===== src/sv/rlx_pkg.sv =====
package rlx_pkg;

    localparam int LAGS        = 24;
    localparam int WORD_W      = 24;
    localparam int PTR_W       = 5;
    localparam int LUX_W       = 11;
    localparam int SEED_W      = 32;
    localparam int QUEUE_DEPTH = 2;
    localparam int QPTR_W      = $clog2(QUEUE_DEPTH);
    localparam int QCNT_W      = $clog2(QUEUE_DEPTH + 1);

    localparam logic [PTR_W-1:0] LONG_PTR_INIT  = 5'd23;
    localparam logic [PTR_W-1:0] SHORT_PTR_INIT = 5'd9;
    localparam logic [PTR_W-1:0] LAST_LAG       = 5'd23;

    localparam logic [SEED_W-1:0] DEFAULT_SEED = 32'd314159265;
    localparam logic [15:0]       SCH_Q        = 16'd53668;
    localparam logic [15:0]       SCH_A        = 16'd40014;
    localparam logic [13:0]       SCH_R        = 14'd12211;
    localparam logic [31:0]       SCH_M        = 32'd2147483563;

    localparam logic [LUX_W-1:0] LUX_RESET  = 11'd223;
    localparam logic [LUX_W-1:0] LUX_LAGS   = 11'd24;

    localparam logic REQ_SEED = 1'b0;
    localparam logic REQ_DRAW = 1'b1;

    typedef struct packed {
        logic              is_seed;
        logic [SEED_W-1:0] seed;
    } cmd_t;

    typedef struct packed {
        logic              en;
        logic [PTR_W-1:0]  addr;
        logic [WORD_W-1:0] data;
    } wr_t;

    function automatic logic [LUX_W-1:0] skip_from(input logic [LUX_W-1:0] lux);
        logic [LUX_W-1:0] res;
        res = (lux < LUX_LAGS) ? '0 : (lux - LUX_LAGS);
        return res;
    endfunction

endpackage


===== src/sv/rlx_req_if.sv =====
interface rlx_req_if;
    logic        valid;
    logic        ready;
    logic        req_type;
    logic [31:0] seed;

    modport source (output valid, output req_type, output seed, input ready);
    modport sink (input valid, input req_type, input seed, output ready);
endinterface


===== src/sv/rlx_res_if.sv =====
interface rlx_res_if;
    logic        valid;
    logic        ready;
    logic [23:0] value;

    modport source (output valid, output value, input ready);
    modport sink (input valid, input value, output ready);
endinterface


===== src/sv/rlx_ram.sv =====
module rlx_ram #(
    parameter int WIDTH = 8,
    parameter int DEPTH = 16
) (
    input  logic                     clk,
    input  logic                     we,
    input  logic [$clog2(DEPTH)-1:0] waddr,
    input  logic [WIDTH-1:0]         wdata,
    input  logic [$clog2(DEPTH)-1:0] raddr_a,
    input  logic [$clog2(DEPTH)-1:0] raddr_b,
    output logic [WIDTH-1:0]         rdata_a,
    output logic [WIDTH-1:0]         rdata_b
);

    logic [WIDTH-1:0] mem [DEPTH];

    always_ff @(posedge clk)
    begin
        if (we)
        begin
            mem[waddr] <= wdata;
        end
        rdata_a <= mem[raddr_a];
        rdata_b <= mem[raddr_b];
    end

endmodule


===== src/sv/rlx_front.sv =====
module rlx_front (
    input  logic          clk,
    input  logic          rst_n,
    rlx_req_if.sink       req,
    output rlx_pkg::cmd_t cmd,
    output logic          cmd_valid,
    input  logic          cmd_ready
);

    rlx_pkg::cmd_t                    q_mem_reg [rlx_pkg::QUEUE_DEPTH];
    logic [rlx_pkg::QPTR_W-1:0]       wr_ptr_reg;
    logic [rlx_pkg::QPTR_W-1:0]       rd_ptr_reg;
    logic [rlx_pkg::QCNT_W-1:0]       count_reg;
    logic [rlx_pkg::QCNT_W-1:0]       count_next;
    logic                             push;
    logic                             pop;
    rlx_pkg::cmd_t                    in_cmd;

    assign req.ready = (count_reg != rlx_pkg::QCNT_W'(rlx_pkg::QUEUE_DEPTH));
    assign push      = req.valid && req.ready;
    assign cmd_valid = (count_reg != '0);
    assign pop       = cmd_valid && cmd_ready;
    assign cmd       = q_mem_reg[rd_ptr_reg];

    always_comb
    begin
        in_cmd.is_seed = (req.req_type == rlx_pkg::REQ_SEED);
        in_cmd.seed    = req.seed;
        count_next     = count_reg;
        if (push && !pop)
        begin
            count_next = count_reg + rlx_pkg::QCNT_W'(1);
        end
        else if (pop && !push)
        begin
            count_next = count_reg - rlx_pkg::QCNT_W'(1);
        end
    end

    always_ff @(posedge clk or negedge rst_n)
    begin
        if (!rst_n)
        begin
            wr_ptr_reg <= '0;
            rd_ptr_reg <= '0;
            count_reg  <= '0;
        end
        else
        begin
            if (push)
            begin
                wr_ptr_reg <= wr_ptr_reg + rlx_pkg::QPTR_W'(1);
            end
            if (pop)
            begin
                rd_ptr_reg <= rd_ptr_reg + rlx_pkg::QPTR_W'(1);
            end
            count_reg <= count_next;
        end
    end

    always_ff @(posedge clk)
    begin
        if (push)
        begin
            q_mem_reg[wr_ptr_reg] <= in_cmd;
        end
    end

endmodule


===== src/sv/rlx_seed.sv =====
module rlx_seed (
    input  logic                        clk,
    input  logic                        rst_n,
    input  logic                        start,
    input  logic [rlx_pkg::SEED_W-1:0]  seed_val,
    output rlx_pkg::wr_t                wr,
    output logic                        done
);

    localparam logic [2:0] S_IDLE = 3'd0;
    localparam logic [2:0] S_MUL1 = 3'd1;
    localparam logic [2:0] S_MUL2 = 3'd2;
    localparam logic [2:0] S_CORR = 3'd3;
    localparam logic [2:0] S_MUL3 = 3'd4;
    localparam logic [2:0] S_ACC  = 3'd5;

    // floor(x / Q) ~ (x * Recip) >> 47, low by at most one for 32-bit x
    localparam logic [63:0] RECIP_WIDE = (64'd1 << 47) / 64'(rlx_pkg::SCH_Q);
    localparam logic [31:0] RECIP      = RECIP_WIDE[31:0];

    logic [2:0]                 state_reg;
    logic [2:0]                 state_next;
    logic [rlx_pkg::PTR_W-1:0]  k_reg;
    logic [31:0]                x_reg;
    logic [63:0]                prod1_reg;
    logic [16:0]                qe_reg;
    logic [32:0]                prod2_reg;
    logic [16:0]                q_reg;
    logic [15:0]                r_reg;
    logic [30:0]                t1_reg;
    logic [30:0]                t2_reg;

    logic [32:0]                rem_raw;
    logic [16:0]                rem17;
    logic [16:0]                rem_fix;
    logic [16:0]                q_fix;
    logic [32:0]                acc;
    logic [32:0]                acc_fix;

    always_comb
    begin
        rem_raw = 33'(x_reg) - prod2_reg;
        rem17   = rem_raw[16:0];
        rem_fix = rem17;
        q_fix   = qe_reg;
        if (rem17 >= 17'(rlx_pkg::SCH_Q))
        begin
            rem_fix = rem17 - 17'(rlx_pkg::SCH_Q);
            q_fix   = qe_reg + 17'd1;
        end
        acc     = 33'(t1_reg) - 33'(t2_reg);
        acc_fix = acc[32] ? (acc + 33'(rlx_pkg::SCH_M)) : acc;
    end

    always_comb
    begin
        state_next = state_reg;
        case (state_reg)
            S_IDLE: if (start) state_next = S_MUL1;
            S_MUL1: state_next = S_MUL2;
            S_MUL2: state_next = S_CORR;
            S_CORR: state_next = S_MUL3;
            S_MUL3: state_next = S_ACC;
            S_ACC:  state_next = (k_reg == rlx_pkg::LAST_LAG) ? S_IDLE : S_MUL1;
            default: state_next = S_IDLE;
        endcase
    end

    assign wr.en   = (state_reg == S_ACC);
    assign wr.addr = k_reg;
    assign wr.data = acc_fix[rlx_pkg::WORD_W-1:0];
    assign done    = (state_reg == S_ACC) && (k_reg == rlx_pkg::LAST_LAG);

    always_ff @(posedge clk or negedge rst_n)
    begin
        if (!rst_n)
        begin
            state_reg <= S_IDLE;
            k_reg     <= '0;
        end
        else
        begin
            state_reg <= state_next;
            if (state_reg == S_IDLE)
            begin
                k_reg <= '0;
            end
            else if (state_reg == S_ACC)
            begin
                k_reg <= k_reg + rlx_pkg::PTR_W'(1);
            end
        end
    end

    always_ff @(posedge clk)
    begin
        case (state_reg)
            S_IDLE:
            begin
                x_reg <= (seed_val == '0) ? rlx_pkg::DEFAULT_SEED : seed_val;
            end
            S_MUL1:
            begin
                prod1_reg <= 64'(x_reg) * 64'(RECIP);
            end
            S_MUL2:
            begin
                qe_reg    <= prod1_reg[63:47];
                prod2_reg <= 33'(prod1_reg[63:47]) * 33'(rlx_pkg::SCH_Q);
            end
            S_CORR:
            begin
                q_reg <= q_fix;
                r_reg <= rem_fix[15:0];
            end
            S_MUL3:
            begin
                t1_reg <= 31'(r_reg) * 31'(rlx_pkg::SCH_A);
                t2_reg <= 31'(q_reg) * 31'(rlx_pkg::SCH_R);
            end
            S_ACC:
            begin
                x_reg <= acc_fix[31:0];
            end
            default:
            begin
            end
        endcase
    end

endmodule


===== src/sv/rlx_swb.sv =====
module rlx_swb (
    input  logic                       clk,
    input  logic                       rst_n,
    input  rlx_pkg::cmd_t              cmd,
    input  logic                       cmd_valid,
    output logic                       cmd_ready,
    input  logic                       cfg_we,
    input  logic [rlx_pkg::LUX_W-1:0]  cfg_wdata,
    output logic                       seed_start,
    output logic [rlx_pkg::SEED_W-1:0] seed_val,
    input  rlx_pkg::wr_t               seed_wr,
    input  logic                       seed_done,
    rlx_res_if.source                  res
);

    localparam logic [1:0] E_IDLE = 2'd0;
    localparam logic [1:0] E_SEED = 2'd1;
    localparam logic [1:0] E_DRAW = 2'd2;
    localparam logic [1:0] E_SKIP = 2'd3;

    logic [1:0]                  state_reg;
    logic [1:0]                  state_next;
    logic [rlx_pkg::PTR_W-1:0]   long_ptr_reg;
    logic [rlx_pkg::PTR_W-1:0]   long_ptr_next;
    logic [rlx_pkg::PTR_W-1:0]   short_ptr_reg;
    logic [rlx_pkg::PTR_W-1:0]   short_ptr_next;
    logic [rlx_pkg::PTR_W-1:0]   draw_cnt_reg;
    logic [rlx_pkg::PTR_W-1:0]   draw_cnt_next;
    logic                        borrow_reg;
    logic                        borrow_next;
    logic [rlx_pkg::LUX_W-1:0]   luxury_reg;
    logic [rlx_pkg::LUX_W-1:0]   skip_lat_reg;
    logic [rlx_pkg::LUX_W-1:0]   skip_left_reg;
    logic [rlx_pkg::LUX_W-1:0]   skip_left_next;
    logic                        out_valid_reg;
    logic [rlx_pkg::WORD_W-1:0]  value_reg;
    logic [rlx_pkg::LAGS-1:0]    valid_bits_reg;
    logic                        rd_ok_long_reg;
    logic                        rd_ok_short_reg;

    logic [rlx_pkg::WORD_W-1:0]  rd_long_raw;
    logic [rlx_pkg::WORD_W-1:0]  rd_short_raw;
    logic [rlx_pkg::WORD_W-1:0]  rd_long;
    logic [rlx_pkg::WORD_W-1:0]  rd_short;
    logic [rlx_pkg::WORD_W:0]    sub_b;
    logic [rlx_pkg::WORD_W+1:0]  diff;
    logic [rlx_pkg::WORD_W-1:0]  upd_word;
    logic                        updating;
    logic                        out_free;
    rlx_pkg::wr_t                ram_wr;

    // table entries never written since reset read as zero
    assign rd_long  = rd_ok_long_reg  ? rd_long_raw  : '0;
    assign rd_short = rd_ok_short_reg ? rd_short_raw : '0;
    assign sub_b    = (rlx_pkg::WORD_W+1)'(rd_long) + (rlx_pkg::WORD_W+1)'(borrow_reg);
    assign diff     = (rlx_pkg::WORD_W+2)'(rd_short) - (rlx_pkg::WORD_W+2)'(sub_b);
    assign upd_word = diff[rlx_pkg::WORD_W-1:0];

    assign updating   = (state_reg == E_DRAW) || (state_reg == E_SKIP);
    assign out_free   = !out_valid_reg || res.ready;
    assign seed_start = (state_reg == E_IDLE) && cmd_valid && cmd.is_seed;
    assign seed_val   = cmd.seed;
    assign cmd_ready  = (state_reg == E_IDLE) && cmd_valid && (cmd.is_seed || out_free);

    assign res.valid = out_valid_reg;
    assign res.value = value_reg;

    always_comb
    begin
        if (updating)
        begin
            ram_wr.en   = 1'b1;
            ram_wr.addr = long_ptr_reg;
            ram_wr.data = upd_word;
        end
        else
        begin
            ram_wr = seed_wr;
        end
    end

    always_comb
    begin
        state_next     = state_reg;
        long_ptr_next  = long_ptr_reg;
        short_ptr_next = short_ptr_reg;
        draw_cnt_next  = draw_cnt_reg;
        borrow_next    = borrow_reg;
        skip_left_next = skip_left_reg;
        if (updating)
        begin
            borrow_next    = diff[rlx_pkg::WORD_W+1];
            long_ptr_next  = (long_ptr_reg == '0) ? rlx_pkg::LAST_LAG
                                                  : long_ptr_reg - rlx_pkg::PTR_W'(1);
            short_ptr_next = (short_ptr_reg == '0) ? rlx_pkg::LAST_LAG
                                                   : short_ptr_reg - rlx_pkg::PTR_W'(1);
        end
        case (state_reg)
            E_IDLE:
            begin
                if (cmd_ready)
                begin
                    state_next = cmd.is_seed ? E_SEED : E_DRAW;
                end
            end
            E_SEED:
            begin
                if (seed_done)
                begin
                    state_next     = E_IDLE;
                    long_ptr_next  = rlx_pkg::LONG_PTR_INIT;
                    short_ptr_next = rlx_pkg::SHORT_PTR_INIT;
                    draw_cnt_next  = '0;
                    borrow_next    = 1'b0;
                end
            end
            E_DRAW:
            begin
                state_next    = E_IDLE;
                draw_cnt_next = draw_cnt_reg + rlx_pkg::PTR_W'(1);
                if (draw_cnt_reg == rlx_pkg::LAST_LAG)
                begin
                    draw_cnt_next = '0;
                    if (skip_lat_reg != '0)
                    begin
                        state_next     = E_SKIP;
                        skip_left_next = skip_lat_reg;
                    end
                end
            end
            E_SKIP:
            begin
                skip_left_next = skip_left_reg - rlx_pkg::LUX_W'(1);
                if (skip_left_reg == rlx_pkg::LUX_W'(1))
                begin
                    state_next = E_IDLE;
                end
            end
            default:
            begin
                state_next = E_IDLE;
            end
        endcase
    end

    // reads are issued at the next pointers, so the registered read data matches the current pointers
    rlx_ram #(
        .WIDTH (rlx_pkg::WORD_W),
        .DEPTH (rlx_pkg::LAGS)
    ) u_table (
        .clk     (clk),
        .we      (ram_wr.en),
        .waddr   (ram_wr.addr),
        .wdata   (ram_wr.data),
        .raddr_a (long_ptr_next),
        .raddr_b (short_ptr_next),
        .rdata_a (rd_long_raw),
        .rdata_b (rd_short_raw)
    );

    always_ff @(posedge clk or negedge rst_n)
    begin
        if (!rst_n)
        begin
            state_reg       <= E_IDLE;
            long_ptr_reg    <= rlx_pkg::LONG_PTR_INIT;
            short_ptr_reg   <= rlx_pkg::SHORT_PTR_INIT;
            draw_cnt_reg    <= '0;
            borrow_reg      <= 1'b0;
            luxury_reg      <= rlx_pkg::LUX_RESET;
            skip_lat_reg    <= rlx_pkg::skip_from(rlx_pkg::LUX_RESET);
            skip_left_reg   <= '0;
            out_valid_reg   <= 1'b0;
            valid_bits_reg  <= '0;
            rd_ok_long_reg  <= 1'b0;
            rd_ok_short_reg <= 1'b0;
        end
        else
        begin
            state_reg     <= state_next;
            long_ptr_reg  <= long_ptr_next;
            short_ptr_reg <= short_ptr_next;
            draw_cnt_reg  <= draw_cnt_next;
            borrow_reg    <= borrow_next;
            skip_left_reg <= skip_left_next;
            if (cfg_we)
            begin
                luxury_reg <= cfg_wdata;
            end
            if ((state_reg == E_SEED) && seed_done)
            begin
                skip_lat_reg <= rlx_pkg::skip_from(luxury_reg);
            end
            if (state_reg == E_DRAW)
            begin
                out_valid_reg <= 1'b1;
            end
            else if (res.ready)
            begin
                out_valid_reg <= 1'b0;
            end
            if (ram_wr.en)
            begin
                valid_bits_reg[ram_wr.addr] <= 1'b1;
            end
            rd_ok_long_reg  <= valid_bits_reg[long_ptr_next];
            rd_ok_short_reg <= valid_bits_reg[short_ptr_next];
        end
    end

    always_ff @(posedge clk)
    begin
        if (state_reg == E_DRAW)
        begin
            value_reg <= upd_word;
        end
    end

    a_seed_wr_only_seeding: assert property (@(posedge clk) disable iff (!rst_n)
        seed_wr.en |-> (state_reg == E_SEED))
        else $error("seed write outside seeding");

    a_beat_from_draw: assert property (@(posedge clk) disable iff (!rst_n)
        $rose(out_valid_reg) |-> ($past(state_reg) == E_DRAW))
        else $error("result beat without a draw");

    a_lag_distance: assert property (@(posedge clk) disable iff (!rst_n)
        ((long_ptr_reg >= 5'd14) && (short_ptr_reg == long_ptr_reg - 5'd14)) ||
        ((long_ptr_reg < 5'd14) && (short_ptr_reg == long_ptr_reg + 5'd10)))
        else $error("short and long lag pointers out of step");

    a_skip_nonzero: assert property (@(posedge clk) disable iff (!rst_n)
        (state_reg == E_SKIP) |-> (skip_left_reg != '0))
        else $error("discard run with zero count");

    a_no_draw_overrun: assert property (@(posedge clk) disable iff (!rst_n)
        (state_reg == E_DRAW) |-> !out_valid_reg)
        else $error("draw while result register still full");

endmodule


===== src/sv/ranlux24_luxury_generator_top.sv =====
// channel  dir  beat fields                  handshake
// req      in   req_type[0], seed[31:0]      req.valid / req.ready
// res      out  value[23:0]                  res.valid / res.ready
// cfg      in   cfg_wdata[10:0] (luxury)     cfg_we, no ready
//
// A draw is one update-engine step (E_DRAW); every 24th draw adds luxury-24 table updates
// (none below luxury 24), one per E_SKIP step.
// A seed runs 24 Schrage steps, each through MUL1, MUL2, CORR, MUL3 and ACC in one multiplier chain.
// Reset: table reads as zero until written (24 valid bits), no clearing pass.
// A 2-deep request queue keeps req accepting while the engine works or res stalls, until it is full.
module ranlux24_luxury_generator_top (
    input  logic                      clk,
    input  logic                      rst_n,
    rlx_req_if.sink                   req,
    rlx_res_if.source                 res,
    input  logic                      cfg_we,
    input  logic [rlx_pkg::LUX_W-1:0] cfg_wdata
);

    rlx_pkg::cmd_t                cmd;
    logic                         cmd_valid;
    logic                         cmd_ready;
    logic                         seed_start;
    logic [rlx_pkg::SEED_W-1:0]   seed_val;
    rlx_pkg::wr_t                 seed_wr;
    logic                         seed_done;

    rlx_front u_front (
        .clk       (clk),
        .rst_n     (rst_n),
        .req       (req),
        .cmd       (cmd),
        .cmd_valid (cmd_valid),
        .cmd_ready (cmd_ready)
    );

    rlx_seed u_seed (
        .clk      (clk),
        .rst_n    (rst_n),
        .start    (seed_start),
        .seed_val (seed_val),
        .wr       (seed_wr),
        .done     (seed_done)
    );

    rlx_swb u_swb (
        .clk        (clk),
        .rst_n      (rst_n),
        .cmd        (cmd),
        .cmd_valid  (cmd_valid),
        .cmd_ready  (cmd_ready),
        .cfg_we     (cfg_we),
        .cfg_wdata  (cfg_wdata),
        .seed_start (seed_start),
        .seed_val   (seed_val),
        .seed_wr    (seed_wr),
        .seed_done  (seed_done),
        .res        (res)
    );

endmodule

===== src/flat_wrapper.sv =====
// flat-port wrapper written by rule: the top's interface ports become plain ports
module ranlux24_luxury_generator_top_flat 
  (clk, rst_n, cfg_we, cfg_wdata, req_valid, req_req_type, req_seed, req_ready, res_valid, res_value, res_ready);
  rlx_req_if req_i ();
  rlx_res_if res_i ();
  input  logic clk;
  input  logic rst_n;
  input  logic cfg_we;
  input  logic [rlx_pkg::LUX_W-1:0] cfg_wdata;
  input wire logic [$bits(req_i.valid)-1:0] req_valid;
  input wire logic [$bits(req_i.req_type)-1:0] req_req_type;
  input wire logic [$bits(req_i.seed)-1:0] req_seed;
  output wire logic [$bits(req_i.ready)-1:0] req_ready;
  output wire logic [$bits(res_i.valid)-1:0] res_valid;
  output wire logic [$bits(res_i.value)-1:0] res_value;
  input wire logic [$bits(res_i.ready)-1:0] res_ready;
  assign req_i.valid = req_valid;
  assign req_i.req_type = req_req_type;
  assign req_i.seed = req_seed;
  assign req_ready = req_i.ready;
  assign res_valid = res_i.valid;
  assign res_value = res_i.value;
  assign res_i.ready = res_ready;
  ranlux24_luxury_generator_top u_core (.clk(clk), .rst_n(rst_n), .req(req_i), .res(res_i), .cfg_we(cfg_we), .cfg_wdata(cfg_wdata));
endmodule

===== config.mk =====
export PLATFORM = sky130hd
export DESIGN_NAME = ranlux24_luxury_generator_top_flat
export DESIGN_NICKNAME = d
export VERILOG_FILES = /design/src/sv/rlx_pkg.sv /design/src/sv/rlx_req_if.sv /design/src/sv/rlx_res_if.sv /design/src/sv/rlx_ram.sv /design/src/sv/rlx_front.sv /design/src/sv/rlx_seed.sv /design/src/sv/rlx_swb.sv /design/src/sv/ranlux24_luxury_generator_top.sv /design/src/flat_wrapper.sv
export SDC_FILE = /design/constraint.sdc
export NUM_CORES = 2
export LEC_CHECK = 0
export ABC_AREA = 1
export BUFFER_PORTS_ARGS = -buffer_cell sky130_fd_sc_hd__buf_4
export CAP_MARGIN = 20
export CORE_ASPECT_RATIO = 0.5
export CORE_MARGIN = 4
export CORE_UTILIZATION = 50
export CTS_CLUSTER_DIAMETER = 60
export CTS_CLUSTER_SIZE = 16
export DETAILED_ROUTE_END_ITERATION = 8
export GPL_TIMING_DRIVEN = 1
export PLACE_DENSITY = 0.65
export RECOVER_POWER = 25
export SLEW_MARGIN = 20
export SYNTH_ARGS = -nofsm -noshare
export SYNTH_HDL_FRONTEND = slang
export SYNTH_SLANG_ARGS = --single-unit

===== constraint.sdc =====
create_clock -name clk -period 7.08 [get_ports clk]
set_clock_uncertainty 0.1 [all_clocks]
set_input_delay 1.77 -clock clk [delete_from_list [all_inputs] [get_ports clk]]
set_output_delay 1.77 -clock clk [all_outputs]
set_load 0.01 [all_outputs]

==> flow_summary.toml <==
[detailed_routing]
drt_iter0_drc = 6245
wl_per_cell_um = 21.98
routed-via-count = 58024
final_antenna_net_count = 0
drtPass1Iterations = 6
vias_per_cell = 5.723
wirelength_mm = 222.9
drc = 0

[setup_path]
cp.required_ps = 7440
reg2reg_depth = 20
slowest_stage = "fa_1"
crit_chain = "inv_1, fa_1, inv_1, fa_1, fa_1, inv_1, fa_1, inv_1, fa_1, fa_1, fa_1, fa_1, ha_1, a21oi_1, o21ai_0, a21oi_1, o21ai_0, a22oi_1, o211ai_1, xor2_1"
slowest_delay_ps = 570
reg2reg_slack_ps = 340
cp_common_cell = "fa_1"
crit_cells = 20
path_max_fanout = 5
cp-start-kind = "register"
crit_family = "adder cells"
worstSetupEndpointType = "register"
criticalPathCategory = "reg -> reg"
arrival_ps = 7090
critical_path_buf_inv_count = 4

[cts]
clock_path_buffers = 3
h-tree-depth = 3
ctsHoldBuffers = 0
clock-root-buffer = "clkbuf_16"
clkLatencyLatePin_ps = 720
numClockSinks = 976
tritoncts = "yes"
clk_pin_slew_worst_paths_ps = 80
numCtsBuffers = 79

[power_and_ir_drop]
p_total_mw = 10.76
ir_worst_vdd_mv = 0.1507
p_per_area_nw_per_um2 = 132.6
leakage_nw = 36.51

[global_routing]
grt.overflow.total = 0
grt_max_degree = 198
grt_antenna_before_repair = 6
grt_pass1_wl_mm = 338.1
grt_pass1_vias = 55909
groute.usage.overall_pct = 27.94

[finish]
nNetsFinal = 9425
layout-drive-gt1-share_pct = 4.418
largest_reg_flops = 576
syn_to_final_growth_pct = 7.138
final_area_sq_um = 81170
n_antenna_cell = 0

[timing]
min_period_ps = 6736
worst_pin_slew_ps = 3645
relSlewSlack_pct = -143.0
setup_violations = 0
max_freq_mhz = 148.5
min_period_over_period_pct = 95.14
finalMaxSlewViolations = 388
setup_tns_ps = 0
rsz0062_at_grt = "false"
hold_viol_final = 0

[synthesis]
syn-mean-instance-area_sq_um = 9.341
syn_area_sq_um = 75760
seq_area_frac_synth_pct = 37.49
postSynthCellCount = 8111
synth_cell_types = 65
synth-seq-cells = 976
synth-async-reset-ratio_pct = 9.221
syn_nets = 9450
ys.flop_type = "edfxtp_1"
yosysWarnings = 0
synth_edf_count = 838

[run_status]
status = "finished with violations"
violations = "capacitance limit, slew limit"

[min_path]
min_path_type = "reg -> reg"
whs_path_depth = 2

[placed_design]
hpwlAfterDp_mm = 157.2
gp_congestion = 0.9549
io_buffers = 74
dpl_cell_area_sq_um = 78750

[floorplan]
core_area_sq_um = 149600
dieArea_sq_um = 158200
chipWidth_um = 558.5
ioPinCount = 75
start_util_pct = 50.63
dieHeight_um = 283.3
std_cell_rows = 100

[run]
maxCapViolations = 9
-- synthesized netlist by cell type (14+ instances only) --
library cell  instances  share of area (%)
inv_1              1419                7.0
nand2_1            1018                5.0
a21oi_1             844                5.6
edfxtp_1            838                 33
o21ai_0             768                5.1
ha_1                744                 12
fa_1                546                 14
nand3_1             536                3.5
nor2_1              340                1.7
clkbuf_1            134               0.66
xor2_1              133                1.5
buf_2               118               0.78
dfrtp_1              72                2.4
a31oi_1              63               0.52
nor3_1               60               0.40
nand4_1              57               0.47
dfxtp_1              48                1.3
xnor2_1              41               0.47
o211ai_1             38               0.38
buf_1                26               0.13
o21bai_1             19               0.19
dfstp_2              18               0.62
nor4_1               18               0.15
o221ai_1             18               0.21
o21ai_1              16               0.11
mux2i_1              15               0.20
or2_2                15               0.12
a21o_1               14               0.14
-- through the flow --
step / instances / worst slack, ps / util [%] / hold WS (ps)
floorplan: 8111 / 704.1 / - / 300.3
global placement: 9992 / 277.9 / 52.62 / 353.1
detailed placement: 9992 / 281.8 / 52.62 / 360.2
CTS: 10136 / 264.5 / 54.34 / 377.4
global route: 10138 / 73.04 / 54.24 / 390.2
finish: 10138 / 344.4 / 54.24 / 379.5
-- path summary, 6_finish.rpt --
check,start,endpoint
min in group asynchronous,rst_n,u_core.u_swb.valid_bits_reg[11]
worst max register to register,u_core.u_seed.x_reg[16],u_core.u_seed.prod1_reg[53]
max in group asynchronous,rst_n,u_core.u_seed.state_reg[0]
worst min-delay path,u_core.u_swb.valid_bits_reg[7],u_core.u_swb.valid_bits_reg[7]
worst min register to register,u_core.u_swb.valid_bits_reg[7],u_core.u_swb.valid_bits_reg[7]
worst max-delay path,u_core.u_seed.x_reg[16],u_core.u_seed.prod1_reg[53]
-- metal layers --
layer	global-route usage (%)	routed length, um	vias to the layer above
met5	0	13	-
met2	44.40	101800	2342
met4	7.880	6715	2
met3	4.592	19090	371
met1	39.63	95270	28062
li1	-	-	27247
-- layout by cell type, fill, tap and decap left out, drive strengths merged, types with 3 or more instances in the layout --
cell type / instances
a211oi: 4
a21boi: 5
a21o: 14
a21oi: 846
a221oi: 3
a22oi: 4
a31oi: 63
and2: 8
buf: 131
clkbuf: 168
clkinv: 16
dfrtp: 72
dfstp: 18
dfxtp: 48
edfxtp: 838
fa: 546
ha: 744
inv: 1437
mux2: 4
mux2i: 15
nand2: 1023
nand3: 542
nand3b: 10
nand4: 57
nor2: 347
nor3: 62
nor4: 18
o211ai: 38
o21a: 11
o21ai: 785
o21bai: 19
o221ai: 18
o22ai: 12
o311ai: 3
o31ai: 9
o32ai: 3
or2: 15
xnor2: 42
xor2: 136
-- layout make-up --
type | instances | area (sq um)
multi-input combinational | 5419 | 41030
clock buffer | 122 | 2200
sequential | 976 | 28400
fill | 13466 | 68470
tap | 1989 | 2489
inverter | 1433 | 5386
clock inverter | 22 | 362.8
timing repair buffer | 177 | 1306
-- kinds of logic (layout without fill, tap and decap cells) --
| group | Yosys count | count (layout) | synth area share, % |
|---|---|---|---|
| adders and majority gates | 1290 | 1290 | 26.71 |
| xor gates and xnor gates | 178 | 178 | 2.097 |
| and+or+nand+nor | 2084 | 2084 | 11.83 |
| muxes | 19 | 19 | 0.2576 |
| buffers and inverters | 1716 | 1754 | 8.731 |
| DFF | 976 | 976 | 37.49 |
| AOI/OAI and AO/OA | 1848 | 1848 | 12.88 |
-- worst min-delay path: stages, from the launching register on --
cell and delay (ps):
dfrtp_1 320, inv_1 60, o21ai_0 70
-- report_power, final --
group          internal (mW)  switching (mW)  total [mW]  leakage, nW
combinational         0.0182          0.0295      0.0477         27.5
sequential              6.16         0.00459        6.17         7.80
clock                   2.26            2.29        4.55         1.22
-- repair_timing --
item | in CTS | in global routing
setup endpoints to repair | 0 | 2
buffers inserted | 0 | 1
gates resized for setup | 0 | 2
Note: power is estimated with default switching activity, not from simulation.
